==> src/hw/rtl/okvt_pkg.sv <==
package okvt_pkg;

    localparam int REQ_TYPE_W    = 2;
    localparam int REQ_KEY_W     = 32;
    localparam int REQ_VALUE_W   = 32;
    localparam int RSP_COUNT_W   = 7;

    localparam int DEF_CAPACITY    = 64;
    localparam int DEF_KEY_WIDTH   = 32;
    localparam int DEF_VALUE_WIDTH = 32;

    typedef enum logic [REQ_TYPE_W-1:0] {
        REQ_ACCESS = 2'd0,
        REQ_WRITE  = 2'd1,
        REQ_READ   = 2'd2,
        REQ_ERASE  = 2'd3
    } t_req_type;

    typedef enum logic [2:0] {
        ST_IDLE,
        ST_SCAN,
        ST_MISS,
        ST_SHIFT,
        ST_OUT
    } t_state;

    typedef struct packed {
        logic rd_en;
        logic key_we;
        logic val_we;
    } t_mem_ctl;

endpackage

==> src/hw/rtl/okvt_store.sv <==
module okvt_store import okvt_pkg::*; #(
    parameter int CAPACITY    = DEF_CAPACITY,
    parameter int KEY_WIDTH   = DEF_KEY_WIDTH,
    parameter int VALUE_WIDTH = DEF_VALUE_WIDTH,
    localparam int AW         = $clog2(CAPACITY)
) (
    input  logic                   i_clk,
    input  t_mem_ctl               i_ctl,
    input  logic [AW-1:0]          i_rd_addr,
    input  logic [AW-1:0]          i_wr_addr,
    input  logic [KEY_WIDTH-1:0]   i_wr_key,
    input  logic [VALUE_WIDTH-1:0] i_wr_val,
    output logic [KEY_WIDTH-1:0]   o_rd_key,
    output logic [VALUE_WIDTH-1:0] o_rd_val
);

    logic [KEY_WIDTH-1:0]   r_key_mem [CAPACITY];
    logic [VALUE_WIDTH-1:0] r_val_mem [CAPACITY];
    logic [KEY_WIDTH-1:0]   r_rd_key;
    logic [VALUE_WIDTH-1:0] r_rd_val;

    always_ff @(posedge i_clk) begin
        if (i_ctl.key_we) begin
            r_key_mem[i_wr_addr] <= i_wr_key;
        end
        if (i_ctl.rd_en) begin
            r_rd_key <= r_key_mem[i_rd_addr];
        end
    end

    always_ff @(posedge i_clk) begin
        if (i_ctl.val_we) begin
            r_val_mem[i_wr_addr] <= i_wr_val;
        end
        if (i_ctl.rd_en) begin
            r_rd_val <= r_val_mem[i_rd_addr];
        end
    end

    assign o_rd_key = r_rd_key;
    assign o_rd_val = r_rd_val;

endmodule

==> config.mk <==
export PLATFORM = sky130hd
export DESIGN_NAME = okvt_store
export DESIGN_NICKNAME = d
export VERILOG_FILES = /design/src/hw/rtl/okvt_pkg.sv /design/src/hw/rtl/okvt_store.sv
export SDC_FILE = /design/constraint.sdc
export NUM_CORES = 2
export LEC_CHECK = 0
export BUFFER_PORTS_ARGS = -buffer_cell sky130_fd_sc_hd__buf_2
export CAP_MARGIN = 20
export CELL_PAD_IN_SITES_DETAIL_PLACEMENT = 1
export CELL_PAD_IN_SITES_GLOBAL_PLACEMENT = 2
export CORE_ASPECT_RATIO = 0.6
export CORE_MARGIN = 3
export CORE_UTILIZATION = 45
export DETAILED_ROUTE_END_ITERATION = 6
export PLACE_DENSITY_LB_ADDON = 0.05
export SETUP_SLACK_MARGIN = 0.02
export SYNTH_ARGS = -nofsm -noshare
export SYNTH_HDL_FRONTEND = slang
export SYNTH_SLANG_ARGS = --single-unit
export TNS_END_PERCENT = 50
==> constraint.sdc <==
create_clock -name i_clk -period 9 [get_ports i_clk]
set_input_delay 0.9 -clock i_clk [delete_from_list [all_inputs] [get_ports i_clk]]
set_output_delay 0.9 -clock i_clk [all_outputs]
set_load 0.01 [all_outputs]
==> impl_metrics.py <==
metrics = {
    "yosys": {
        "synth_fp_nets": 6693,
        "synth_cell_types": 31,
        "syn_area_mm2": 0.157,
        "synth_seq_cells": 4160,
        "yosysTopAreaCellShare_pct": 79.7,
        "yosys.area.top_type": "edfxtp_1",
        "synth_area_leaders": "edfxtp_1, mux4_2, a22oi_1",
        "avgSynthCellArea_um2": 23.7,
        "synth_seq_area_share_pct": 79.7,
        "netlist_instances": 6613,
        "yosys_warnings": 0,
    },
    "min_path": {
        "hold_start": "i_wr_key[20]",
        "hp-class": "primary input to register",
        "min_to": "r_key_mem[12][20]$_DFFE_PP_",
        "min_path_cells": 1,
    },
    "timing": {
        "hold_viol": 0,
        "rsz0062_at_grt": "no",
        "final.min_clock_period_ns": 4.10,
        "whs_ns": 0.223,
        "timing.final.crit_share_pct": 45.5,
        "fin_ws_ns": 4.90,
        "final-setup-viol-count": 0,
        "tns_ns": 0,
        "finalClockSkew_ns": 0.0286,
        "slew_viol_final": 0,
        "slew_headroom_pct": 18.9,
        "fmax_mhz": 244,
        "worst_pin_slew_ns": 1.22,
    },
    "routing": {
        "wl_met1_um": 229000,
        "dr_total_vias": 77507,
        "wl_per_cell_um": 40.5,
        "drc_errors": 0,
        "met3_length_um": 41900,
        "route.met2.wl_um": 208000,
        "drt_pass1_iterations": 6,
        "drt_wl_total_um": 487000,
        "top_layer": "met5",
        "viasPerCell": 6.45,
        "ant_nets": 0,
        "initialDrtViolationCount": 11814,
    },
    "floorplan": {
        "io_pins": 144,
        "initial_core_util_pct": 45.3,
        "core_mm2": 0.346,
        "dieWidth_um": 768,
        "die_area_mm2": 0.355,
        "placementRows": 167,
        "die_y_um": 463,
    },
    "grt": {
        "grt_pass1_wl_um": 666000,
        "grt_max_degree": 120,
        "antenna_found_initial": 50,
        "grt.total_usage_pct": 27.1,
        "grt_pass1_vias": 76877,
        "grt-ovfl-total": 0,
    },
    "placed_design": {
        "dp_cells": 11251,
        "place_area_mm2": 0.165,
        "routabilityCongestion": 0.781,
        "io_buffers": 143,
        "dp_slack_ns": 3.92,
        "hpwl_um": 273000,
    },
    "final_layout": {
        "area_growth_pct": 13.2,
        "nFillCells": 29445,
        "fin_area_mm2": 0.177,
        "seq_area_mm2": 0.125,
        "nets": 7116,
        "multi_input_area_mm2": 0.0310,
        "drive_gt1_share_pct": 28.8,
        "finalNonFillerCells": 12025,
        "utilization_pct": 51.3,
    },
    "pwr": {
        "pwr-share-seq_pct": 54.6,
        "cellPowerDensity_mw_per_mm2": 223,
        "switching_share_pct": 21.7,
        "power_switching_mw": 8.60,
        "p_comb_share_pct": 5.1,
        "leakagePower_nw": 54.5,
        "total_power_mw": 39.5,
        "clkPwrFrac_pct": 40.3,
        "peakVddDrop_mv": 0.153,
        "internal-power_mw": 30.9,
    },
    "critical_path": {
        "critPathKind": "primary input to register",
        "r2r-end": "o_rd_val[28]$_DFFE_PP_",
        "end_kind": "register",
        "reg2reg_slack_ns": 6.57,
        "arrival_ns": 4.77,
        "worstPathRequired_ns": 9.67,
        "ff2ff_path_depth": 4,
        "r2r-start": "r_val_mem[14][28]$_DFFE_PP_",
        "startpoint_type": "primary input",
        "critPathMaxFanout": 77,
    },
    "job": {
        "cap_violations": 0,
    },
    "cts": {
        "clockBufferDepth": 4,
        "clock-root-buffer": "clkbuf_16",
        "numCtsBuffers": 391,
        "clk_latency_ns": 0.93,
        "post_cts_buffers": 0,
        "clk_pin_slew_worst_paths_ns": 0.06,
        "ctsHoldBuffers": 0,
        "cts_resized": 0,
        "cts_tree": "done",
        "numClockSinks": 4160,
        "cts_htree_levels": 5,
    },
    "run_status": {
        "status": "finished, final reports clean",
    },
}
## worst max-delay path, cell delays in order
cell and delay, ns:
buf_12 0.44, buf_4 0.64, buf_12 0.52, mux4_2 0.59, mux2i_1 0.62, a211oi_1 0.39
o211a_1 0.33
## synthesized netlist by cell type (all sizes together)
| cell type | instances |
|---|---|
| nand4 | 2 |
| nand3b | 40 |
| o221a | 2 |
| o211a | 64 |
| or2 | 2 |
| a221oi | 1 |
| a22oi | 256 |
| inv | 13 |
| or3b | 8 |
| o22ai | 93 |
| mux2 | 1 |
| or3 | 4 |
| nand2 | 19 |
| buf | 208 |
| mux2i | 69 |
| a211oi | 31 |
| mux4 | 1022 |
| a21oi | 33 |
| o221ai | 96 |
| clkbuf | 178 |
| nand2b | 7 |
| nor2 | 196 |
| nand3 | 100 |
| nor2b | 5 |
| edfxtp | 4160 |
| and2 | 3 |
## worst max path at each step
stage | startpoint | to | slack (ns)
after CTS | i_rd_addr[0] | o_rd_val[12]$_DFFE_PP_ | 4.94
final | i_rd_addr[0] | o_rd_val[12]$_DFFE_PP_ | 4.90
after global routing | i_rd_addr[0] | o_rd_val[12]$_DFFE_PP_ | 4.70
after global placement | i_rd_addr[0] | o_rd_val[12]$_DFFE_PP_ | 3.92
after detailed placement | i_rd_addr[0] | o_rd_val[12]$_DFFE_PP_ | 3.92
after floorplan | i_wr_addr[1] | r_val_mem[42][0]$_DFFE_PP_ | 5.23
## registers in the layout (all words and copies together) (netlist names)
name       cells
r_val_mem   2048
o_rd_val      32
o_rd_key      32
r_key_mem   2048
## logic make-up (layout without fill, tap and decap cells)
group           count (synthesis)  count (layout)  synth area share [%]
buf+inv                       399            1131                  1.14
other cells                     0              33                     0
flops                        4160            4160                  79.7
simple gates                  386             386                  1.16
mux                          1092            1092                  15.1
compound gates                576             576                  2.82
## metal layers
layer | up-vias | global-route usage (%)
met2 | 3742 | 37.7
met5 | - | 0
met4 | 12 | 4.86
li1 | 29558 | -
met1 | 43696 | 45.0
met3 | 499 | 5.10
## power groups by stage
| stage | Clock [mW] | Sequential, mW | Combinational [mW] |
|---|---|---|---|
| 2_1_floorplan | 0 | 21.9 | 0.988 |
| 6_report | 15.9 | 21.6 | 2.01 |
| 3_3_place_gp | 0 | 22.0 | 1.95 |
| 5_1_grt | 17.1 | 21.6 | 2.13 |
| 4_1_cts | 16.3 | 21.6 | 1.99 |
| 3_5_place_dp | 0 | 22.0 | 1.99 |
## cells in the final DEF (no fill, tap or decap), drive strengths merged, types with 93 or more instances in the layout
cell and count:
mux4 1022, clkbuf 484, edfxtp 4160, buf 416, o221ai 96, nor2 196, clkinv 172, nand3 100
o22ai 93, a22oi 256
## cell type report
cell class	count	share of cell area [%]
antenna	33	0.0466
clock buffer	484	5.81
clock inverter	218	0.921
inverter	13	0.0275
multi-input combinational	2054	17.5
sequential	4160	70.4
tap	4647	3.28
timing repair buffer	416	1.99
No activity file was read; power rests on OpenSTA's default activity.
