--- config.mk ---
export PLATFORM = sky130hd
export DESIGN_NAME = okvt_ctrl_flat
export DESIGN_NICKNAME = d
export VERILOG_FILES = /design/src/hw/rtl/okvt_pkg.sv /design/src/hw/rtl/okvt_req_if.sv /design/src/hw/rtl/okvt_rsp_if.sv /design/src/hw/rtl/okvt_ctrl.sv /design/src/flat_wrapper.sv
export SDC_FILE = /design/constraint.sdc
export NUM_CORES = 1
export LEC_CHECK = 0
export ABC_AREA = 1
export BUFFER_PORTS_ARGS = -buffer_cell sky130_fd_sc_hd__buf_2
export CAP_MARGIN = 5
export CORE_MARGIN = 8
export CORE_UTILIZATION = 45
export CTS_CLUSTER_DIAMETER = 200
export DETAILED_ROUTE_END_ITERATION = 10
export GPL_TIMING_DRIVEN = 0
export HOLD_SLACK_MARGIN = 0.02
export PLACE_DENSITY = 0.75
export REMOVE_ABC_BUFFERS = 1
export SYNTH_ARGS = -nofsm -noshare
export SYNTH_HDL_FRONTEND = slang
export SYNTH_SLANG_ARGS = --single-unit
--- constraint.sdc ---
create_clock -name i_clk -period 4.2 [get_ports i_clk]
set_input_delay 0.84 -clock i_clk [delete_from_list [all_inputs] [get_ports i_clk]]
set_output_delay 0.84 -clock i_clk [all_outputs]
set_load 0.05 [all_outputs]
--- src/hw/rtl/okvt_pkg.sv ---
package okvt_pkg;

    localparam int REQ_TYPE_W    = 2;
    localparam int REQ_KEY_W     = 32;
    localparam int REQ_VALUE_W   = 32;
    localparam int RSP_COUNT_W   = 7;

    localparam int DEF_CAPACITY    = 64;
    localparam int DEF_KEY_WIDTH   = 32;
    localparam int DEF_VALUE_WIDTH = 32;

    typedef enum logic [REQ_TYPE_W-1:0] {
        REQ_ACCESS = 2'd0,
        REQ_WRITE  = 2'd1,
        REQ_READ   = 2'd2,
        REQ_ERASE  = 2'd3
    } t_req_type;

    typedef enum logic [2:0] {
        ST_IDLE,
        ST_SCAN,
        ST_MISS,
        ST_SHIFT,
        ST_OUT
    } t_state;

    typedef struct packed {
        logic rd_en;
        logic key_we;
        logic val_we;
    } t_mem_ctl;

endpackage

--- src/hw/rtl/okvt_req_if.sv ---
interface okvt_req_if import okvt_pkg::*; ();
    logic                   valid;
    logic                   ready;
    logic [REQ_TYPE_W-1:0]  req_type;
    logic [REQ_KEY_W-1:0]   req_key;
    logic [REQ_VALUE_W-1:0] write_value;

    modport source (output valid, output req_type, output req_key, output write_value,
                    input ready);
    modport sink   (input valid, input req_type, input req_key, input write_value,
                    output ready);
endinterface

--- src/hw/rtl/okvt_rsp_if.sv ---
interface okvt_rsp_if import okvt_pkg::*; ();
    logic                   valid;
    logic                   ready;
    logic [REQ_VALUE_W-1:0] read_value;
    logic                   key_found;
    logic                   table_full;
    logic [RSP_COUNT_W-1:0] entry_count;

    modport source (output valid, output read_value, output key_found, output table_full,
                    output entry_count, input ready);
    modport sink   (input valid, input read_value, input key_found, input table_full,
                    input entry_count, output ready);
endinterface

--- src/hw/rtl/okvt_ctrl.sv ---
module okvt_ctrl import okvt_pkg::*; #(
    parameter int CAPACITY    = DEF_CAPACITY,
    parameter int KEY_WIDTH   = DEF_KEY_WIDTH,
    parameter int VALUE_WIDTH = DEF_VALUE_WIDTH,
    localparam int AW         = $clog2(CAPACITY),
    localparam int CW         = $clog2(CAPACITY + 1)
) (
    input  logic                   i_clk,
    input  logic                   i_rst_n,
    okvt_req_if.sink               i_req,
    okvt_rsp_if.source             o_rsp,
    output t_mem_ctl               o_ctl,
    output logic [AW-1:0]          o_rd_addr,
    output logic [AW-1:0]          o_wr_addr,
    output logic [KEY_WIDTH-1:0]   o_wr_key,
    output logic [VALUE_WIDTH-1:0] o_wr_val,
    input  logic [KEY_WIDTH-1:0]   i_rd_key,
    input  logic [VALUE_WIDTH-1:0] i_rd_val
);

    t_state                 r_state, n_state;
    t_req_type              r_type, n_type;
    logic [KEY_WIDTH-1:0]   r_key, n_key;
    logic [VALUE_WIDTH-1:0] r_wval, n_wval;
    logic [AW-1:0]          r_idx, n_idx;
    logic [CW-1:0]          r_count, n_count;
    logic [VALUE_WIDTH-1:0] r_res_value, n_res_value;
    logic                   r_res_found, n_res_found;
    logic                   r_res_full, n_res_full;
    logic                   r_out_valid, n_out_valid;
    logic [REQ_VALUE_W-1:0] r_out_value, n_out_value;
    logic                   r_out_found, n_out_found;
    logic                   r_out_full, n_out_full;
    logic [RSP_COUNT_W-1:0] r_out_count, n_out_count;

    logic [KEY_WIDTH+REQ_KEY_W-1:0]     key_ext;
    logic [VALUE_WIDTH+REQ_VALUE_W-1:0] wval_ext;
    logic [VALUE_WIDTH+REQ_VALUE_W-1:0] res_ext;
    logic [CW+RSP_COUNT_W-1:0]          count_ext;
    logic [CW:0]                        count_w;
    logic [CW:0]                        idx_p1;
    logic [CW:0]                        idx_p2;
    logic                               has_room;
    logic [VALUE_WIDTH-1:0]             ins_val;

    assign key_ext   = {{KEY_WIDTH{1'b0}}, i_req.req_key};
    assign wval_ext  = {{VALUE_WIDTH{1'b0}}, i_req.write_value};
    assign res_ext   = {{REQ_VALUE_W{1'b0}}, r_res_value};
    assign count_ext = {{RSP_COUNT_W{1'b0}}, r_count};
    assign count_w   = (CW + 1)'(r_count);
    assign idx_p1    = (CW + 1)'(r_idx) + (CW + 1)'(1);
    assign idx_p2    = (CW + 1)'(r_idx) + (CW + 1)'(2);
    assign has_room  = (r_count != CW'(CAPACITY));
    assign ins_val   = (r_type == REQ_WRITE) ? r_wval : '0;

    always_ff @(posedge i_clk) begin
        if (!i_rst_n) begin
            r_state     <= ST_IDLE;
            r_count     <= '0;
            r_out_valid <= 1'b0;
        end else begin
            r_state     <= n_state;
            r_count     <= n_count;
            r_out_valid <= n_out_valid;
        end
    end

    always_ff @(posedge i_clk) begin
        r_type      <= n_type;
        r_key       <= n_key;
        r_wval      <= n_wval;
        r_idx       <= n_idx;
        r_res_value <= n_res_value;
        r_res_found <= n_res_found;
        r_res_full  <= n_res_full;
        r_out_value <= n_out_value;
        r_out_found <= n_out_found;
        r_out_full  <= n_out_full;
        r_out_count <= n_out_count;
    end

    always_comb begin
        n_state     = r_state;
        n_type      = r_type;
        n_key       = r_key;
        n_wval      = r_wval;
        n_idx       = r_idx;
        n_count     = r_count;
        n_res_value = r_res_value;
        n_res_found = r_res_found;
        n_res_full  = r_res_full;
        n_out_valid = r_out_valid && !o_rsp.ready;
        n_out_value = r_out_value;
        n_out_found = r_out_found;
        n_out_full  = r_out_full;
        n_out_count = r_out_count;
        o_ctl       = '0;
        o_rd_addr   = r_idx;
        o_wr_addr   = r_idx;
        o_wr_key    = r_key;
        o_wr_val    = r_wval;
        i_req.ready = 1'b0;

        case (r_state)
            ST_IDLE: begin
                i_req.ready = 1'b1;
                if (i_req.valid) begin
                    n_type = t_req_type'(i_req.req_type);
                    n_key  = key_ext[KEY_WIDTH-1:0];
                    n_wval = wval_ext[VALUE_WIDTH-1:0];
                    n_idx  = '0;
                    if (r_count == '0) begin
                        n_state = ST_MISS;
                    end else begin
                        o_ctl.rd_en = 1'b1;
                        o_rd_addr   = '0;
                        n_state     = ST_SCAN;
                    end
                end
            end
            ST_SCAN: begin
                if (i_rd_key == r_key) begin
                    n_res_found = 1'b1;
                    n_res_full  = 1'b0;
                    n_state     = ST_OUT;
                    case (r_type)
                        REQ_WRITE: begin
                            o_ctl.val_we = 1'b1;
                            n_res_value  = r_wval;
                        end
                        REQ_ERASE: begin
                            n_res_value = '0;
                            if (idx_p1 < count_w) begin
                                o_ctl.rd_en = 1'b1;
                                o_rd_addr   = AW'(idx_p1);
                                n_state     = ST_SHIFT;
                            end else begin
                                n_count = r_count - CW'(1);
                            end
                        end
                        default: begin
                            n_res_value = i_rd_val;
                        end
                    endcase
                end else if (idx_p1 == count_w) begin
                    n_state = ST_MISS;
                end else begin
                    n_idx       = AW'(idx_p1);
                    o_ctl.rd_en = 1'b1;
                    o_rd_addr   = AW'(idx_p1);
                end
            end
            ST_MISS: begin
                n_res_found = 1'b0;
                n_res_full  = 1'b0;
                n_res_value = '0;
                n_state     = ST_OUT;
                if (r_type == REQ_ACCESS || r_type == REQ_WRITE) begin
                    if (has_room) begin
                        o_ctl.key_we = 1'b1;
                        o_ctl.val_we = 1'b1;
                        o_wr_addr    = AW'(r_count);
                        o_wr_val     = ins_val;
                        n_res_value  = ins_val;
                        n_count      = r_count + CW'(1);
                    end else begin
                        n_res_full = 1'b1;
                    end
                end
            end
            ST_SHIFT: begin
                o_ctl.key_we = 1'b1;
                o_ctl.val_we = 1'b1;
                o_wr_key     = i_rd_key;
                o_wr_val     = i_rd_val;
                if (idx_p2 < count_w) begin
                    o_ctl.rd_en = 1'b1;
                    o_rd_addr   = AW'(idx_p2);
                    n_idx       = AW'(idx_p1);
                end else begin
                    n_count = r_count - CW'(1);
                    n_state = ST_OUT;
                end
            end
            ST_OUT: begin
                if (!r_out_valid || o_rsp.ready) begin
                    n_out_valid = 1'b1;
                    n_out_value = res_ext[REQ_VALUE_W-1:0];
                    n_out_found = r_res_found;
                    n_out_full  = r_res_full;
                    n_out_count = count_ext[RSP_COUNT_W-1:0];
                    n_state     = ST_IDLE;
                end
            end
            default: begin
                n_state = ST_IDLE;
            end
        endcase
    end

    assign o_rsp.valid       = r_out_valid;
    assign o_rsp.read_value  = r_out_value;
    assign o_rsp.key_found   = r_out_found;
    assign o_rsp.table_full  = r_out_full;
    assign o_rsp.entry_count = r_out_count;

endmodule

--- src/flat_wrapper.sv ---
// flat-port wrapper written by rule: the top's interface ports become plain ports
module okvt_ctrl_flat import okvt_pkg::*;
#(
    parameter int CAPACITY    = DEF_CAPACITY,
    parameter int KEY_WIDTH   = DEF_KEY_WIDTH,
    parameter int VALUE_WIDTH = DEF_VALUE_WIDTH,
    localparam int AW         = $clog2(CAPACITY),
    localparam int CW         = $clog2(CAPACITY + 1)
)
  (i_clk, i_rst_n, o_ctl, o_rd_addr, o_wr_addr, o_wr_key, o_wr_val, i_rd_key, i_rd_val, i_req_valid, i_req_req_type, i_req_req_key, i_req_write_value, i_req_ready, o_rsp_valid, o_rsp_read_value, o_rsp_key_found, o_rsp_table_full, o_rsp_entry_count, o_rsp_ready);
  okvt_req_if i_req_i ();
  okvt_rsp_if o_rsp_i ();
  input  logic i_clk;
  input  logic i_rst_n;
  output t_mem_ctl o_ctl;
  output logic [AW-1:0] o_rd_addr;
  output logic [AW-1:0] o_wr_addr;
  output logic [KEY_WIDTH-1:0] o_wr_key;
  output logic [VALUE_WIDTH-1:0] o_wr_val;
  input  logic [KEY_WIDTH-1:0] i_rd_key;
  input  logic [VALUE_WIDTH-1:0] i_rd_val;
  input wire logic [$bits(i_req_i.valid)-1:0] i_req_valid;
  input wire logic [$bits(i_req_i.req_type)-1:0] i_req_req_type;
  input wire logic [$bits(i_req_i.req_key)-1:0] i_req_req_key;
  input wire logic [$bits(i_req_i.write_value)-1:0] i_req_write_value;
  output wire logic [$bits(i_req_i.ready)-1:0] i_req_ready;
  output wire logic [$bits(o_rsp_i.valid)-1:0] o_rsp_valid;
  output wire logic [$bits(o_rsp_i.read_value)-1:0] o_rsp_read_value;
  output wire logic [$bits(o_rsp_i.key_found)-1:0] o_rsp_key_found;
  output wire logic [$bits(o_rsp_i.table_full)-1:0] o_rsp_table_full;
  output wire logic [$bits(o_rsp_i.entry_count)-1:0] o_rsp_entry_count;
  input wire logic [$bits(o_rsp_i.ready)-1:0] o_rsp_ready;
  assign i_req_i.valid = i_req_valid;
  assign i_req_i.req_type = i_req_req_type;
  assign i_req_i.req_key = i_req_req_key;
  assign i_req_i.write_value = i_req_write_value;
  assign i_req_ready = i_req_i.ready;
  assign o_rsp_valid = o_rsp_i.valid;
  assign o_rsp_read_value = o_rsp_i.read_value;
  assign o_rsp_key_found = o_rsp_i.key_found;
  assign o_rsp_table_full = o_rsp_i.table_full;
  assign o_rsp_entry_count = o_rsp_i.entry_count;
  assign o_rsp_i.ready = o_rsp_ready;
  okvt_ctrl #(.CAPACITY(CAPACITY), .KEY_WIDTH(KEY_WIDTH), .VALUE_WIDTH(VALUE_WIDTH)) u_core (.i_clk(i_clk), .i_rst_n(i_rst_n), .i_req(i_req_i), .o_rsp(o_rsp_i), .o_ctl(o_ctl), .o_rd_addr(o_rd_addr), .o_wr_addr(o_wr_addr), .o_wr_key(o_wr_key), .o_wr_val(o_wr_val), .i_rd_key(i_rd_key), .i_rd_val(i_rd_val));
endmodule
==> flow_summary.json <==
{
  "dpl.hpwl_um": 17300,
  "gr-usage-all-layers": 0.203,
  "final.hold.worst_slack_ns": 0.419,
  "power.share.clock": 0.185,
  "first_global_vias": 6832,
  "routedWlPerCell_um": 17.0,
  "detailroute.via_count": 6965,
  "synthFlopType": "sky130_fd_sc_hd__edfxtp_1",
  "port-buffer-count": 255,
  "yosys.cell_types.count": 37,
  "timing.critical_path.to_type": "output pin",
  "final_nets": 1293,
  "rrSetupSlack_ns": 1.46,
  "antennaDiodeCount": 0,
  "post-route-period-util": 0.962,
  "postCtsHoldBufs": 0,
  "worst_hold_path_type": "register to register",
  "ctsLongestPathBuffers": 2,
  "detail-route-antenna-nets": 0,
  "layout-drive-gt1-share": 0.296,
  "globalRoute.totalOverflow": 0,
  "detail_route.iter0.violations": 568,
  "synth_top_area_share": 0.551,
  "worst_slew_pin_tran_ns": 1.29,
  "switching_share": 0.494,
  "tritoncts": "yes",
  "outcome": "finished, final reports clean",
  "achievable_clock_frequency_mhz": 248,
  "p_total_mw": 8.47,
  "slew_viol_final": 0,
  "crit_path_start_kind": "register",
  "combPwrFrac": 0.520,
  "synth_area_leaders": "sky130_fd_sc_hd__edfxtp_1 55%, sky130_fd_sc_hd__nand2_1 14%, sky130_fd_sc_hd__o21ai_0 4.6%",
  "placement_rows": 49,
  "fin_worst_skew_ns": 0.0179,
  "place_worst_setup_slack_ns": 0.386,
  "syn_inst": 871,
  "die_height_um": 149,
  "arrival_time_reported_for_the_critical_path_endpoint_ns": 3.20,
  "root_buffer": "sky130_fd_sc_hd__clkbuf_16",
  "design.core.area_um2": 17700,
  "power_density_nw_per_um2": 813,
  "switchingPower_mw": 4.18,
  "global_route_wire_length_before_repair_um": 35200,
  "worstPathRequired_ns": 3.36,
  "antenna_found_initial": 2,
  "critical_path_cell_by_cell": "ha_1 > nand2_1 > nor2_2 > nand2_1 > xor2_2 > ha_1 > nand2_1 > nand2_1 > a21oi_2 > nand2_1 > o21ai_0 > nand2_1 > o21ai_0 > nand2_1 > nand2_1 > nand3_1 > buf_2",
  "synth.ff_latch_count": 158,
  "layout-area-overhead-vs-synth_pct": 29.9,
  "post_synthesis_instance_area_um2": 8020,
  "number_of_violations_of_the_max_capacitance_limit": 0,
  "p_seq_frac": 0.295,
  "postRouteWirelength_um": 23500,
  "final_period_minus_worst_setup_slack_ns": 4.04,
  "clock-sinks": 158,
  "inserted_clock_buffers": 17,
  "synth-edff-count": 147,
  "internal_power_mw": 4.29,
  "synth_top_cells_by_count": "292 x sky130_fd_sc_hd__nand2_1, 147 x sky130_fd_sc_hd__edfxtp_1, 88 x sky130_fd_sc_hd__inv_1",
  "final.fill_count": 1541,
  "postSynth.asyncResetShare": 0,
  "synthMostInstantiatedCell": "sky130_fd_sc_hd__nand2_1",
  "report.final.setup_viol": 0,
  "worst_path_largest_cell_delay_ns": 0.47,
  "synth_warnings": 0,
  "worst_slew_margin": 0.138,
  "worstHoldStart": "u_core.r_res_value[7]",
  "cts.htree.levels": 4,
  "critical_path.slowest_cell": "sky130_fd_sc_hd__edfxtp_1",
  "drc": 0,
  "reg2reg_from": "u_core.r_idx[2]",
  "clock_insertion_delay_worst_skew_ns": 0.43,
  "routed_via_density": 5.05,
  "final_hold_viol_count": 0,
  "timing.critical_path.fanout_max": 5,
  "grt_setup_unrepaired": "yes",
  "drt_pass1_iterations": 6,
  "chip_width_um": 149,
  "power.static_leakage_nw": 4.73,
  "yosysSeqAreaShare": 0.578,
  "worstSetupStartpoint": "u_core.r_idx[2]",
  "grt_max_degree": 44,
  "routabilityCongestion": 0.981,
  "critPathKind": "register to output pin",
  "fin_ws_ns": 0.160,
  "synth.largest_area_cell": "sky130_fd_sc_hd__edfxtp_1",
  "design.portCount": 256,
  "initial_utilization": 0.453,
  "clk_pin_slew_ns": 0.07,
  "worst_vdd_ir_mv": 0.466,
  "synth.avg_cell_area_um2": 9.21,
  "dieArea_um2": 22300,
  "crit_path_frequent_cell": "sky130_fd_sc_hd__nand2_1"
}
placed cells by master, fill, tap and decap left out, types with 2 or more instances in the layout:
| cell type | n |
|---|---|
| sky130_fd_sc_hd__clkinv_4 | 2 |
| sky130_fd_sc_hd__buf_12 | 2 |
| sky130_fd_sc_hd__clkbuf_16 | 17 |
| sky130_fd_sc_hd__inv_1 | 88 |
| sky130_fd_sc_hd__o21ai_1 | 21 |
| sky130_fd_sc_hd__nand4_1 | 3 |
| sky130_fd_sc_hd__inv_12 | 3 |
| sky130_fd_sc_hd__nor2b_1 | 3 |
| sky130_fd_sc_hd__o22ai_1 | 7 |
| sky130_fd_sc_hd__edfxtp_1 | 147 |
| sky130_fd_sc_hd__a21oi_1 | 14 |
| sky130_fd_sc_hd__xor2_1 | 6 |
| sky130_fd_sc_hd__a21oi_2 | 2 |
| sky130_fd_sc_hd__nand2_1 | 290 |
| sky130_fd_sc_hd__inv_2 | 8 |
| sky130_fd_sc_hd__nand3_1 | 52 |
| sky130_fd_sc_hd__nand2_2 | 5 |
| sky130_fd_sc_hd__inv_8 | 5 |
| sky130_fd_sc_hd__nor2_2 | 7 |
| sky130_fd_sc_hd__xnor2_1 | 29 |
| sky130_fd_sc_hd__buf_4 | 12 |
| sky130_fd_sc_hd__buf_16 | 4 |
| sky130_fd_sc_hd__buf_2 | 254 |
| sky130_fd_sc_hd__nor2_1 | 36 |
| sky130_fd_sc_hd__o21ai_0 | 72 |
| sky130_fd_sc_hd__dfxtp_1 | 11 |
| sky130_fd_sc_hd__nor2_4 | 5 |
| sky130_fd_sc_hd__ha_1 | 21 |
| sky130_fd_sc_hd__o211ai_1 | 2 |
| sky130_fd_sc_hd__clkinv_8 | 2 |
| sky130_fd_sc_hd__inv_6 | 3 |
per-stage QoR:
step / area, um^2 / cells / utilization / setup TNS (ns)
floorplan: 7890 / 842 / - / -63.10
finish: 10400 / 1379 / 0.588 / 0
detailed placement: 9670 / 1333 / 0.546 / 0
global placement: 9460 / 1326 / 0.534 / -436.27
global route: 10400 / 1379 / 0.588 / -0.0369
CTS: 10300 / 1365 / 0.580 / 0
registers in the layout, summed over array words and instances, names as in the netlist:
register,flops
u_core.r_idx,6
u_core.o_rsp.read_value,32
u_core.r_res_found,1
u_core.o_rsp.table_full,1
u_core.r_count,7
u_core.r_state,3
u_core.o_rsp.valid,1
u_core.r_key,32
u_core.r_res_value,32
u_core.r_type,2
u_core.r_wval,32
u_core.r_res_full,1
u_core.o_rsp.entry_count,7
u_core.o_rsp.key_found,1
cell type report:
class                      instances  area, um^2  share of cell area
sequential                       158        4630               0.445
multi-input combinational        589        2990               0.287
timing repair buffer             274        1530               0.147
clock buffer                      17         425              0.0408
inverter                          97         368              0.0353
tap                              229         287              0.0275
clock inverter                    15         181              0.0174
path summary, 6_finish.rpt:
kind	to	depth (start not counted)
max	o_rd_addr[4]	17
min	u_core.o_rsp.read_value[7]	0
max reg2reg	u_core.r_count[4]	15
min reg2reg	u_core.o_rsp.read_value[7]	0
routing by layer:
layer	track usage	vias to the layer above	share of wire
met1	0.242	3164	0.39
met3	0.0711	33	0.12
met4	0.0752	4	0.019
met5	0	-	0.0011
li1	-	3417	-
met2	0.334	347	0.47
power groups by stage:
stage / Sequential (mW) / Clock, mW / Combinational, mW
2_1_floorplan: 2.80 / 0 / 2.81
3_3_place_gp: 2.59 / 0 / 4.07
3_5_place_dp: 2.55 / 0 / 4.21
4_1_cts: 2.52 / 1.60 / 4.24
5_1_grt: 2.55 / 1.65 / 4.79
6_report: 2.50 / 1.57 / 4.40
cells by family (layout without fill, tap and decap cells):
| logic type | after synthesis | count (layout) | share of synthesized area |
|---|---|---|---|
| xor+xnor | 36 | 36 | 0.0393 |
| simple gates | 406 | 408 | 0.206 |
| compound gates | 123 | 123 | 0.0807 |
| flops | 158 | 158 | 0.578 |
| fa+ha+maj | 22 | 22 | 0.0353 |
| buf+inv | 126 | 403 | 0.0610 |
worst max-delay path: cells and delay by family, from the launching register on:
family | cells | cell delay [ns]
buffers and inverters | 1 | 0.22
AND/OR/NAND/NOR | 10 | 0.83
adder cells (fa/ha/maj) | 2 | 0.51
flip-flops | 1 | 0.47
XOR/XNOR | 1 | 0.24
AO/OA/AOI/OAI | 3 | 0.48
repair_timing:
action,CTS,global route
resized for setup,3,10
pin swaps,0,2
setup endpoints to repair,5,7
setup buffers,0,12
gates cloned,0,2
(Power assumes the default switching activity.)
